<file path="config.mk">
export PLATFORM = sky130hd
export DESIGN_NAME = sorted_list_engine_top
export DESIGN_NICKNAME = d
export VERILOG_FILES = /design/src/rtl/sle_pkg.sv /design/src/rtl/sle_ram.sv /design/src/rtl/sle_ctrl.sv /design/src/rtl/sle_dp.sv /design/src/rtl/sorted_list_engine_top.sv
export SDC_FILE = /design/constraint.sdc
export NUM_CORES = 2
export LEC_CHECK = 0
export BUFFER_PORTS_ARGS = -buffer_cell sky130_fd_sc_hd__buf_4
export CORE_ASPECT_RATIO = 1.4
export CORE_MARGIN = 4
export CORE_UTILIZATION = 57
export DETAILED_ROUTE_END_ITERATION = 12
export HOLD_SLACK_MARGIN = 0.05
export PLACE_DENSITY_LB_ADDON = 0.12
export RECOVER_POWER = 50
export SYNTH_ARGS = -nofsm -noshare
export SYNTH_HDL_FRONTEND = slang
export SYNTH_HIERARCHICAL = 1
export SYNTH_SLANG_ARGS = --single-unit
export TNS_END_PERCENT = 30
</file>
<file path="constraint.sdc">
create_clock -name clk -period 16.6 [get_ports clk]
set_input_delay 1.66 -clock clk [delete_from_list [all_inputs] [get_ports clk]]
set_output_delay 1.66 -clock clk [all_outputs]
set_load 0.1 [all_outputs]
</file>
<file path="src/rtl/sle_pkg.sv">
// Shared types, constants and codes for the sorted list engine.
package sle_pkg;

    localparam int CAPACITY    = 64;
    localparam int DATA_W      = 32;
    localparam int INDEX_W     = 6;
    localparam int COUNT_OUT_W = 7;
    localparam int ADDR_W      = $clog2(CAPACITY);
    localparam int CNT_W       = $clog2(CAPACITY + 1);
    localparam int CMP_W       = ((CNT_W > INDEX_W) ? CNT_W : INDEX_W) + 1;

    // Operation codes carried in the mode field
    localparam logic [1:0] MODE_INSERT = 2'd0;
    localparam logic [1:0] MODE_REMOVE = 2'd1;
    localparam logic [1:0] MODE_READ   = 2'd2;

    typedef enum logic [1:0] {
        ST_OK    = 2'd0,
        ST_EMPTY = 2'd1,
        ST_RANGE = 2'd2,
        ST_FULL  = 2'd3
    } status_t;

    typedef struct packed {
        logic [1:0]                mode;
        logic signed [DATA_W-1:0]  value;
        logic [INDEX_W-1:0]        index;
    } req_t;

    typedef struct packed {
        logic signed [DATA_W-1:0]  read_value;
        status_t                   status;
        logic [COUNT_OUT_W-1:0]    entry_count;
    } rsp_t;

    // Read address relative to the next pointer value
    typedef enum logic [1:0] {
        RD_AT    = 2'd0,
        RD_BELOW = 2'd1,
        RD_ABOVE = 2'd2
    } rd_sel_t;

    typedef enum logic {
        WR_VALUE = 1'b0,
        WR_SHIFT = 1'b1
    } wr_src_t;

    typedef enum logic [2:0] {
        PTR_HOLD  = 3'd0,
        PTR_COUNT = 3'd1,
        PTR_INDEX = 3'd2,
        PTR_DEC   = 3'd3,
        PTR_INC   = 3'd4
    } ptr_op_t;

    typedef enum logic [1:0] {
        FIN_ERROR  = 2'd0,
        FIN_INSERT = 2'd1,
        FIN_REMOVE = 2'd2,
        FIN_READ   = 2'd3
    } fin_t;

    typedef struct packed {
        logic     load;
        logic     wr_en;
        wr_src_t  wr_src;
        ptr_op_t  ptr_op;
        rd_sel_t  rd_sel;
        logic     finish;
        fin_t     fin;
    } cmd_t;

    typedef struct packed {
        logic [1:0] mode;
        logic       full;
        logic       empty;
        logic       idx_oob;
        logic       idx_last;
        logic       ge;
        logic       ptr_one;
        logic       rem_last;
    } flags_t;

endpackage

</file>
<file path="src/rtl/sle_ram.sv">
// Generic simple dual-port RAM with registered read.
module sle_ram #(
    parameter int WIDTH = 32,
    parameter int DEPTH = 64
) (
    input  logic                      clk,
    input  logic                      we,
    input  logic [$clog2(DEPTH)-1:0]  waddr,
    input  logic [WIDTH-1:0]          wdata,
    input  logic [$clog2(DEPTH)-1:0]  raddr,
    output logic [WIDTH-1:0]          rdata
);

    logic [WIDTH-1:0] mem [DEPTH];
    logic [WIDTH-1:0] rdata_reg;

    always_ff @(posedge clk)
    begin
        if (we)
        begin
            mem[waddr] <= wdata;
        end
        rdata_reg <= mem[raddr];
    end

    assign rdata = rdata_reg;

endmodule

</file>
<file path="src/rtl/sle_ctrl.sv">
// Controller state machine for the sorted list engine.
module sle_ctrl (
    input  logic            clk,
    input  logic            rst_n,
    input  logic            start,
    output logic            busy,
    input  sle_pkg::flags_t flags,
    output sle_pkg::cmd_t   cmd
);

    typedef enum logic [5:0] {
        S_IDLE      = 6'b000001,
        S_DECODE    = 6'b000010,
        S_INS_SHIFT = 6'b000100,
        S_INS_PUT   = 6'b001000,
        S_REM_SHIFT = 6'b010000,
        S_RD_WAIT   = 6'b100000
    } state_t;

    state_t state_reg;
    state_t state_next;

    always_ff @(posedge clk or negedge rst_n)
    begin
        if (!rst_n)
        begin
            state_reg <= S_IDLE;
        end
        else
        begin
            state_reg <= state_next;
        end
    end

    always_comb
    begin
        state_next = state_reg;
        cmd        = '0;
        cmd.wr_src = sle_pkg::WR_VALUE;
        cmd.ptr_op = sle_pkg::PTR_HOLD;
        cmd.rd_sel = sle_pkg::RD_AT;
        cmd.fin    = sle_pkg::FIN_ERROR;
        unique case (state_reg)
            S_IDLE:
            begin
                if (start)
                begin
                    cmd.load   = 1'b1;
                    state_next = S_DECODE;
                end
            end
            S_DECODE:
            begin
                unique case (flags.mode)
                    sle_pkg::MODE_INSERT:
                    begin
                        if (flags.full)
                        begin
                            cmd.finish = 1'b1;
                            state_next = S_IDLE;
                        end
                        else
                        begin
                            // start at the top and walk down
                            cmd.ptr_op = sle_pkg::PTR_COUNT;
                            cmd.rd_sel = sle_pkg::RD_BELOW;
                            state_next = flags.empty ? S_INS_PUT : S_INS_SHIFT;
                        end
                    end
                    sle_pkg::MODE_REMOVE:
                    begin
                        if (flags.empty || flags.idx_oob)
                        begin
                            cmd.finish = 1'b1;
                            state_next = S_IDLE;
                        end
                        else if (flags.idx_last)
                        begin
                            cmd.finish = 1'b1;
                            cmd.fin    = sle_pkg::FIN_REMOVE;
                            state_next = S_IDLE;
                        end
                        else
                        begin
                            cmd.ptr_op = sle_pkg::PTR_INDEX;
                            cmd.rd_sel = sle_pkg::RD_ABOVE;
                            state_next = S_REM_SHIFT;
                        end
                    end
                    sle_pkg::MODE_READ:
                    begin
                        if (flags.idx_oob)
                        begin
                            cmd.finish = 1'b1;
                            state_next = S_IDLE;
                        end
                        else
                        begin
                            cmd.ptr_op = sle_pkg::PTR_INDEX;
                            cmd.rd_sel = sle_pkg::RD_AT;
                            state_next = S_RD_WAIT;
                        end
                    end
                    default:
                    begin
                        cmd.finish = 1'b1;
                        state_next = S_IDLE;
                    end
                endcase
            end
            S_INS_SHIFT:
            begin
                cmd.wr_en = 1'b1;
                if (!flags.ge)
                begin
                    // slot found: drop the new value here
                    cmd.finish = 1'b1;
                    cmd.fin    = sle_pkg::FIN_INSERT;
                    state_next = S_IDLE;
                end
                else
                begin
                    cmd.wr_src = sle_pkg::WR_SHIFT;
                    cmd.ptr_op = sle_pkg::PTR_DEC;
                    cmd.rd_sel = sle_pkg::RD_BELOW;
                    if (flags.ptr_one)
                    begin
                        state_next = S_INS_PUT;
                    end
                end
            end
            S_INS_PUT:
            begin
                cmd.wr_en  = 1'b1;
                cmd.finish = 1'b1;
                cmd.fin    = sle_pkg::FIN_INSERT;
                state_next = S_IDLE;
            end
            S_REM_SHIFT:
            begin
                cmd.wr_en  = 1'b1;
                cmd.wr_src = sle_pkg::WR_SHIFT;
                if (flags.rem_last)
                begin
                    cmd.finish = 1'b1;
                    cmd.fin    = sle_pkg::FIN_REMOVE;
                    state_next = S_IDLE;
                end
                else
                begin
                    cmd.ptr_op = sle_pkg::PTR_INC;
                    cmd.rd_sel = sle_pkg::RD_ABOVE;
                end
            end
            S_RD_WAIT:
            begin
                cmd.finish = 1'b1;
                cmd.fin    = sle_pkg::FIN_READ;
                state_next = S_IDLE;
            end
            default:
            begin
                state_next = S_IDLE;
            end
        endcase
    end

    assign busy = (state_reg != S_IDLE);

    assert property (@(posedge clk) disable iff (!rst_n)
        cmd.finish |=> (state_reg == S_IDLE))
        else $error("controller did not return to idle after a result");

    assert property (@(posedge clk) disable iff (!rst_n)
        (start && !busy) |=> (state_reg == S_DECODE))
        else $error("accepted word did not enter decode");

    assert property (@(posedge clk) disable iff (!rst_n)
        (cmd.wr_en && cmd.wr_src == sle_pkg::WR_SHIFT) |-> !cmd.load)
        else $error("shift write while loading a new word");

endmodule

</file>
<file path="src/rtl/sle_dp.sv">
// Datapath of the sorted list engine: entry store, pointer, count, result.
module sle_dp (
    input  logic            clk,
    input  logic            rst_n,
    input  sle_pkg::req_t   req,
    input  sle_pkg::cmd_t   cmd,
    output sle_pkg::flags_t flags,
    output logic            done,
    output sle_pkg::rsp_t   rsp
);

    logic [1:0]                         mode_reg;
    logic signed [sle_pkg::DATA_W-1:0]  value_reg;
    logic [sle_pkg::INDEX_W-1:0]        idx_reg;
    logic [sle_pkg::CNT_W-1:0]          count_reg;
    logic [sle_pkg::CNT_W-1:0]          count_next;
    logic [sle_pkg::CNT_W-1:0]          ptr_reg;
    logic [sle_pkg::CNT_W-1:0]          ptr_next;
    logic [sle_pkg::CNT_W-1:0]          rd_ptr;
    logic                               done_reg;
    sle_pkg::rsp_t                      rsp_reg;
    sle_pkg::status_t                   err_status;

    logic [sle_pkg::DATA_W-1:0]         rdata;
    logic [sle_pkg::DATA_W-1:0]         wdata;
    logic [sle_pkg::CMP_W-1:0]          idx_cmp;
    logic [sle_pkg::CMP_W-1:0]          cnt_cmp;
    logic [sle_pkg::CNT_W:0]            ptr_plus2;

    sle_ram #(
        .WIDTH (sle_pkg::DATA_W),
        .DEPTH (sle_pkg::CAPACITY)
    ) u_ram (
        .clk   (clk),
        .we    (cmd.wr_en),
        .waddr (ptr_reg[sle_pkg::ADDR_W-1:0]),
        .wdata (wdata),
        .raddr (rd_ptr[sle_pkg::ADDR_W-1:0]),
        .rdata (rdata)
    );

    assign wdata = (cmd.wr_src == sle_pkg::WR_SHIFT) ? rdata : value_reg;

    always_comb
    begin
        unique case (cmd.ptr_op)
            sle_pkg::PTR_HOLD:  ptr_next = ptr_reg;
            sle_pkg::PTR_COUNT: ptr_next = count_reg;
            sle_pkg::PTR_INDEX: ptr_next = sle_pkg::CNT_W'(idx_reg);
            sle_pkg::PTR_DEC:   ptr_next = ptr_reg - 1'b1;
            sle_pkg::PTR_INC:   ptr_next = ptr_reg + 1'b1;
            default:            ptr_next = ptr_reg;
        endcase
    end

    always_comb
    begin
        unique case (cmd.rd_sel)
            sle_pkg::RD_AT:    rd_ptr = ptr_next;
            sle_pkg::RD_BELOW: rd_ptr = ptr_next - 1'b1;
            sle_pkg::RD_ABOVE: rd_ptr = ptr_next + 1'b1;
            default:           rd_ptr = ptr_next;
        endcase
    end

    assign idx_cmp   = sle_pkg::CMP_W'(idx_reg);
    assign cnt_cmp   = sle_pkg::CMP_W'(count_reg);
    assign ptr_plus2 = {1'b0, ptr_reg} + (sle_pkg::CNT_W + 1)'(2);

    always_comb
    begin
        flags.mode     = mode_reg;
        flags.full     = (count_reg == sle_pkg::CNT_W'(sle_pkg::CAPACITY));
        flags.empty    = (count_reg == '0);
        flags.idx_oob  = (idx_cmp >= cnt_cmp);
        flags.idx_last = ((idx_cmp + 1'b1) == cnt_cmp);
        flags.ge       = ($signed(rdata) >= value_reg);
        flags.ptr_one  = (ptr_reg == sle_pkg::CNT_W'(1));
        flags.rem_last = (ptr_plus2 == {1'b0, count_reg});
    end

    always_comb
    begin
        unique case (mode_reg)
            sle_pkg::MODE_INSERT: err_status = sle_pkg::ST_FULL;
            sle_pkg::MODE_REMOVE: err_status = (count_reg == '0) ? sle_pkg::ST_EMPTY
                                                                  : sle_pkg::ST_RANGE;
            default:              err_status = sle_pkg::ST_RANGE;
        endcase
    end

    always_comb
    begin
        count_next = count_reg;
        if (cmd.finish && cmd.fin == sle_pkg::FIN_INSERT)
        begin
            count_next = count_reg + 1'b1;
        end
        else if (cmd.finish && cmd.fin == sle_pkg::FIN_REMOVE)
        begin
            count_next = count_reg - 1'b1;
        end
    end

    always_ff @(posedge clk or negedge rst_n)
    begin
        if (!rst_n)
        begin
            count_reg <= '0;
            done_reg  <= 1'b0;
        end
        else
        begin
            count_reg <= count_next;
            done_reg  <= cmd.finish;
        end
    end

    always_ff @(posedge clk)
    begin
        ptr_reg <= ptr_next;
        if (cmd.load)
        begin
            mode_reg  <= req.mode;
            value_reg <= req.value;
            idx_reg   <= req.index;
        end
        if (cmd.finish)
        begin
            rsp_reg.read_value  <= (cmd.fin == sle_pkg::FIN_READ) ? $signed(rdata) : '0;
            rsp_reg.status      <= (cmd.fin == sle_pkg::FIN_ERROR) ? err_status
                                                                    : sle_pkg::ST_OK;
            rsp_reg.entry_count <= sle_pkg::COUNT_OUT_W'(count_next);
        end
    end

    assign done = done_reg;
    assign rsp  = rsp_reg;

    assert property (@(posedge clk) disable iff (!rst_n)
        count_reg <= sle_pkg::CNT_W'(sle_pkg::CAPACITY))
        else $error("entry count above capacity");

    assert property (@(posedge clk) disable iff (!rst_n)
        (cmd.finish && cmd.fin == sle_pkg::FIN_INSERT) |=>
            (count_reg == $past(count_reg) + 1'b1))
        else $error("insert did not advance the count");

    assert property (@(posedge clk) disable iff (!rst_n)
        cmd.wr_en |-> (ptr_reg < sle_pkg::CNT_W'(sle_pkg::CAPACITY)))
        else $error("write beyond the entry store");

endmodule

</file>
<file path="src/rtl/sorted_list_engine_top.sv">
// Top level of the sorted list engine: controller plus datapath.
//
// Keeps up to 64 signed 32-bit entries in ascending order. A command word
// (req: mode, value, index) is taken at the rising edge where start is high
// and busy is low. Mode selects insert (value goes ahead of equal entries),
// remove at index, or read at index. Each command produces exactly one
// result word on rsp (read_value, status, entry_count), shown for one cycle
// with done high; the receiver must take it then, it cannot stall.
//
// Work per command: an insert moves each entry not less than the new value
// up one slot, and a remove moves each entry above the removed index down
// one slot. The work is set by the one write and one read port of the
// entry RAM: one slot moves per cycle. busy falls with done, so the next
// word is taken at the edge that ends the done cycle.
//
// Reset clears the entry count and the controller; RAM contents are not
// cleared, and values read from outside the held entries never reach a result.
module sorted_list_engine_top (
    input  logic          clk,
    input  logic          rst_n,
    input  logic          start,
    output logic          busy,
    input  sle_pkg::req_t req,
    output logic          done,
    output sle_pkg::rsp_t rsp
);

    sle_pkg::cmd_t   cmd;
    sle_pkg::flags_t flags;

    // Sequence each command: decode, walk the list, finish.
    sle_ctrl u_ctrl (
        .clk   (clk),
        .rst_n (rst_n),
        .start (start),
        .busy  (busy),
        .flags (flags),
        .cmd   (cmd)
    );

    // Hold the entries, the count and the registered result word.
    sle_dp u_dp (
        .clk   (clk),
        .rst_n (rst_n),
        .req   (req),
        .cmd   (cmd),
        .flags (flags),
        .done  (done),
        .rsp   (rsp)
    );

endmodule

</file>
==> metrics.yaml <==
run_status: "complete, but fails checks"
violations: "capacitance limit, slew limit"
die_area_um2: 155000
drtIter0Drc: 4648
num_io_pins: 86
synth_top_cell_area_share_pct: 75.3
hold_ws_ns: 0.618
finalClockSkew_ns: 0.0302
cts.clk_slew.worst_paths_ns: 0.07
cp-end-kind: "flop"
place_inst: 5926
coreArea_um2: 148000
hpwl_um: 118000
root_buffer: "clkbuf_16"
leakage_nw: 29.4
syn_inst: 3973
setup_viol_count_final: 0
nFillCells: 9855
final_max_slew_viol_count: 2059
wl_per_cell_um: 33.6
netlist_area_um2: 85000
drc_errors: 0
synth_flop_cell: "edfxtp_1"
die_w_um: 334
wl_um: 212000
cts_hold_buf: 0
hold_viol: 0
row_count: 167
ant_nets: 0
firstDrtPassIters: 7
start_util_pct: 57.4
path_class: "reg -> reg"
clk_latency_ns: 0.83
layout-drive-gt1-share_pct: 23.8
crit_arrival_ns: 9.75
yosysTopAreaCell: "edfxtp_1"
cap_violations: 65
fmax_mhz: 111
r2r-end: "u_dp/u_ram/rdata[28]"
die_y_um: 465
critPathRequiredTime_ns: 17.31
vias_per_cell: 6.64
relSlewSlack_pct: -136
tightest_slew_ns: 3.54
rsz0062_at_grt: "false"
synth_edf_count: 2130
dp_slack_ns: 7.55
period_needed_ns: 9.04
fin_nets: 4278
worstPathMaxFanout: 77
ys_ff_latch: 2182
worst_slack_ns: 7.56
h-tree-depth: 4
timing.setup.tns_ns: 0
ys_types: 80
grt_pass1_vias: 42092
syn_avg_cell_area_um2: 21.4
endpoint: "u_dp/u_ram/rdata[28]"
async_reset_ff_share_pct: 0.642
synth_area_leaders: "edfxtp_1, mux4_2, mux2i_1"
gp_congestion: 0.839
largest_reg_flops: 2048
grt.overflow.total: 0
tritoncts: "yes"
min-delay-start: "u_dp/u_ram/rdata[25]"
min_path_type: "reg -> reg"
cts_made_buffers: 197
yosysWarningCount: 6
io_buffers: 85
vias: 41791
grt_pass1_wl_um: 306000
rr_worst_depth: 25
final_cells: 6292
clk_path_buf_depth: 3
syn_to_final_growth_pct: 11.6
postCtsSetupBuffers: 0
cp-startpoint: "u_dp/u_ram/rdata[11]"
reg2reg_slack_ns: 7.56
p_per_area_nw_per_um2: 167
grt_max_degree: 93
fin_crit_sh_pct: 54.5
power.total_mw: 15.8
synth-seq-area-share_pct: 76.6
cts_sinks: 2182
synth_fp_nets: 4069
synth_commonest_cells: "edfxtp_1, mux4_2, nor2_1"
start_kind: "flop"
rr_startpoint: "u_dp/u_ram/rdata[11]"
antenna_found_initial: 6
grt_use_total_pct: 27.7
ir_drop_v: 0.000172
cts_resized: 0
yosysMostFrequentCell: "edfxtp_1"
-- routing by layer --
layer	wire, um	vias up	global-route usage, %
met5	0	-	0
met3	16800	338	4.13
met4	5690	0	7.42
met1	78600	22412	37.2
met2	111000	2006	48.1
li1	-	17035	-
-- area by class of cell --
class                   count  area, um2  area share, %
multi-input cells        1517      19400           20.5
diodes                      4       10.0         0.0106
inverters                  58        218          0.230
repair buffers            226       1320           1.39
well taps                1943       2430           2.56
flip-flops and latches   2182      65100           68.6
clock inverters            93        906          0.955
clock buffers             269       5450           5.74
-- worst max-delay path, cell delays in order (launching register included) --
cell,delay (ns)
dfxtp_1,0.49
ha_1,0.31
a21o_1,0.18
a2111oi_0,0.52
o211ai_1,0.17
a211oi_1,0.29
mux2_1,0.43
and3b_1,0.21
nand2_1,0.18
nand2_1,0.44
nor2_2,0.41
xnor2_1,0.26
o22ai_1,0.15
nor2_1,0.35
ha_1,0.32
inv_1,0.06
a31oi_1,0.05
a2111oi_0,0.64
nor2_1,0.08
o21ai_0,0.23
o21a_4,0.51
buf_12,0.53
nor2b_1,1.04
a21oi_1,0.44
a21oi_1,0.46
nor2_1,0.07
-- report_power, final --
part / internal (mW) / switching [mW] / total [mW]
clock network: 2.54 / 1.95 / 4.49
registers: 6.38 / 0.127 / 6.51
logic: 1.87 / 2.95 / 4.82
-- stage by stage --
step	instance area, um2	util, %
floorplan	85000	-
global placement	89100	60.1
detailed placement	89100	60.1
CTS	95400	64.4
global route	94800	64.0
finish	94800	64.0
-- cells in the final DEF (no fill, tap or decap), types with 12 or more instances in the layout --
cell type	count
edfxtp_1	2130
mux4_2	545
clkbuf_16	203
clkbuf_1	179
nor2_1	122
mux2i_1	96
o22ai_1	90
a21oi_1	86
nand2_1	83
buf_4	66
inv_1	58
ha_1	52
nor2_4	46
and3_1	41
dfxtp_1	38
clkinv_1	33
clkinv_2	32
o21ai_0	32
o21ai_4	31
o221ai_1	28
clkbuf_4	27
nor2b_1	23
nand3_1	21
xnor2_1	20
nor3_1	18
bufinv_16	16
dfrtp_1	13
clkbuf_8	12
nand2b_1	12
a22oi_1	12
-- kinds of logic (layout without fill, tap and decap cells) --
logic type	after synthesis	count (layout)	synth area share (%)
fa+ha+maj	53	53	0.789
compound gates	350	350	2.62
mux	649	649	15.7
flops	2182	2182	76.6
buf+inv	274	646	1.49
other cells	0	4	0
xor+xnor	30	30	0.309
simple gates	435	435	2.54
-- worst min-delay path by stage --
stage | endpoint | slack, ns | cells after the start
after floorplan | u_ctrl/state_reg[5] | 0.52 | 1
after global placement | u_ctrl/state_reg[5] | 0.59 | 1
after detailed placement | u_dp/rsp[34] | 0.59 | 1
after CTS | u_dp/rsp[34] | 0.61 | 1
after global routing | u_dp/rsp[34] | 0.64 | 1
final | u_dp/rsp[34] | 0.62 | 1
(Power assumes the default switching activity.)
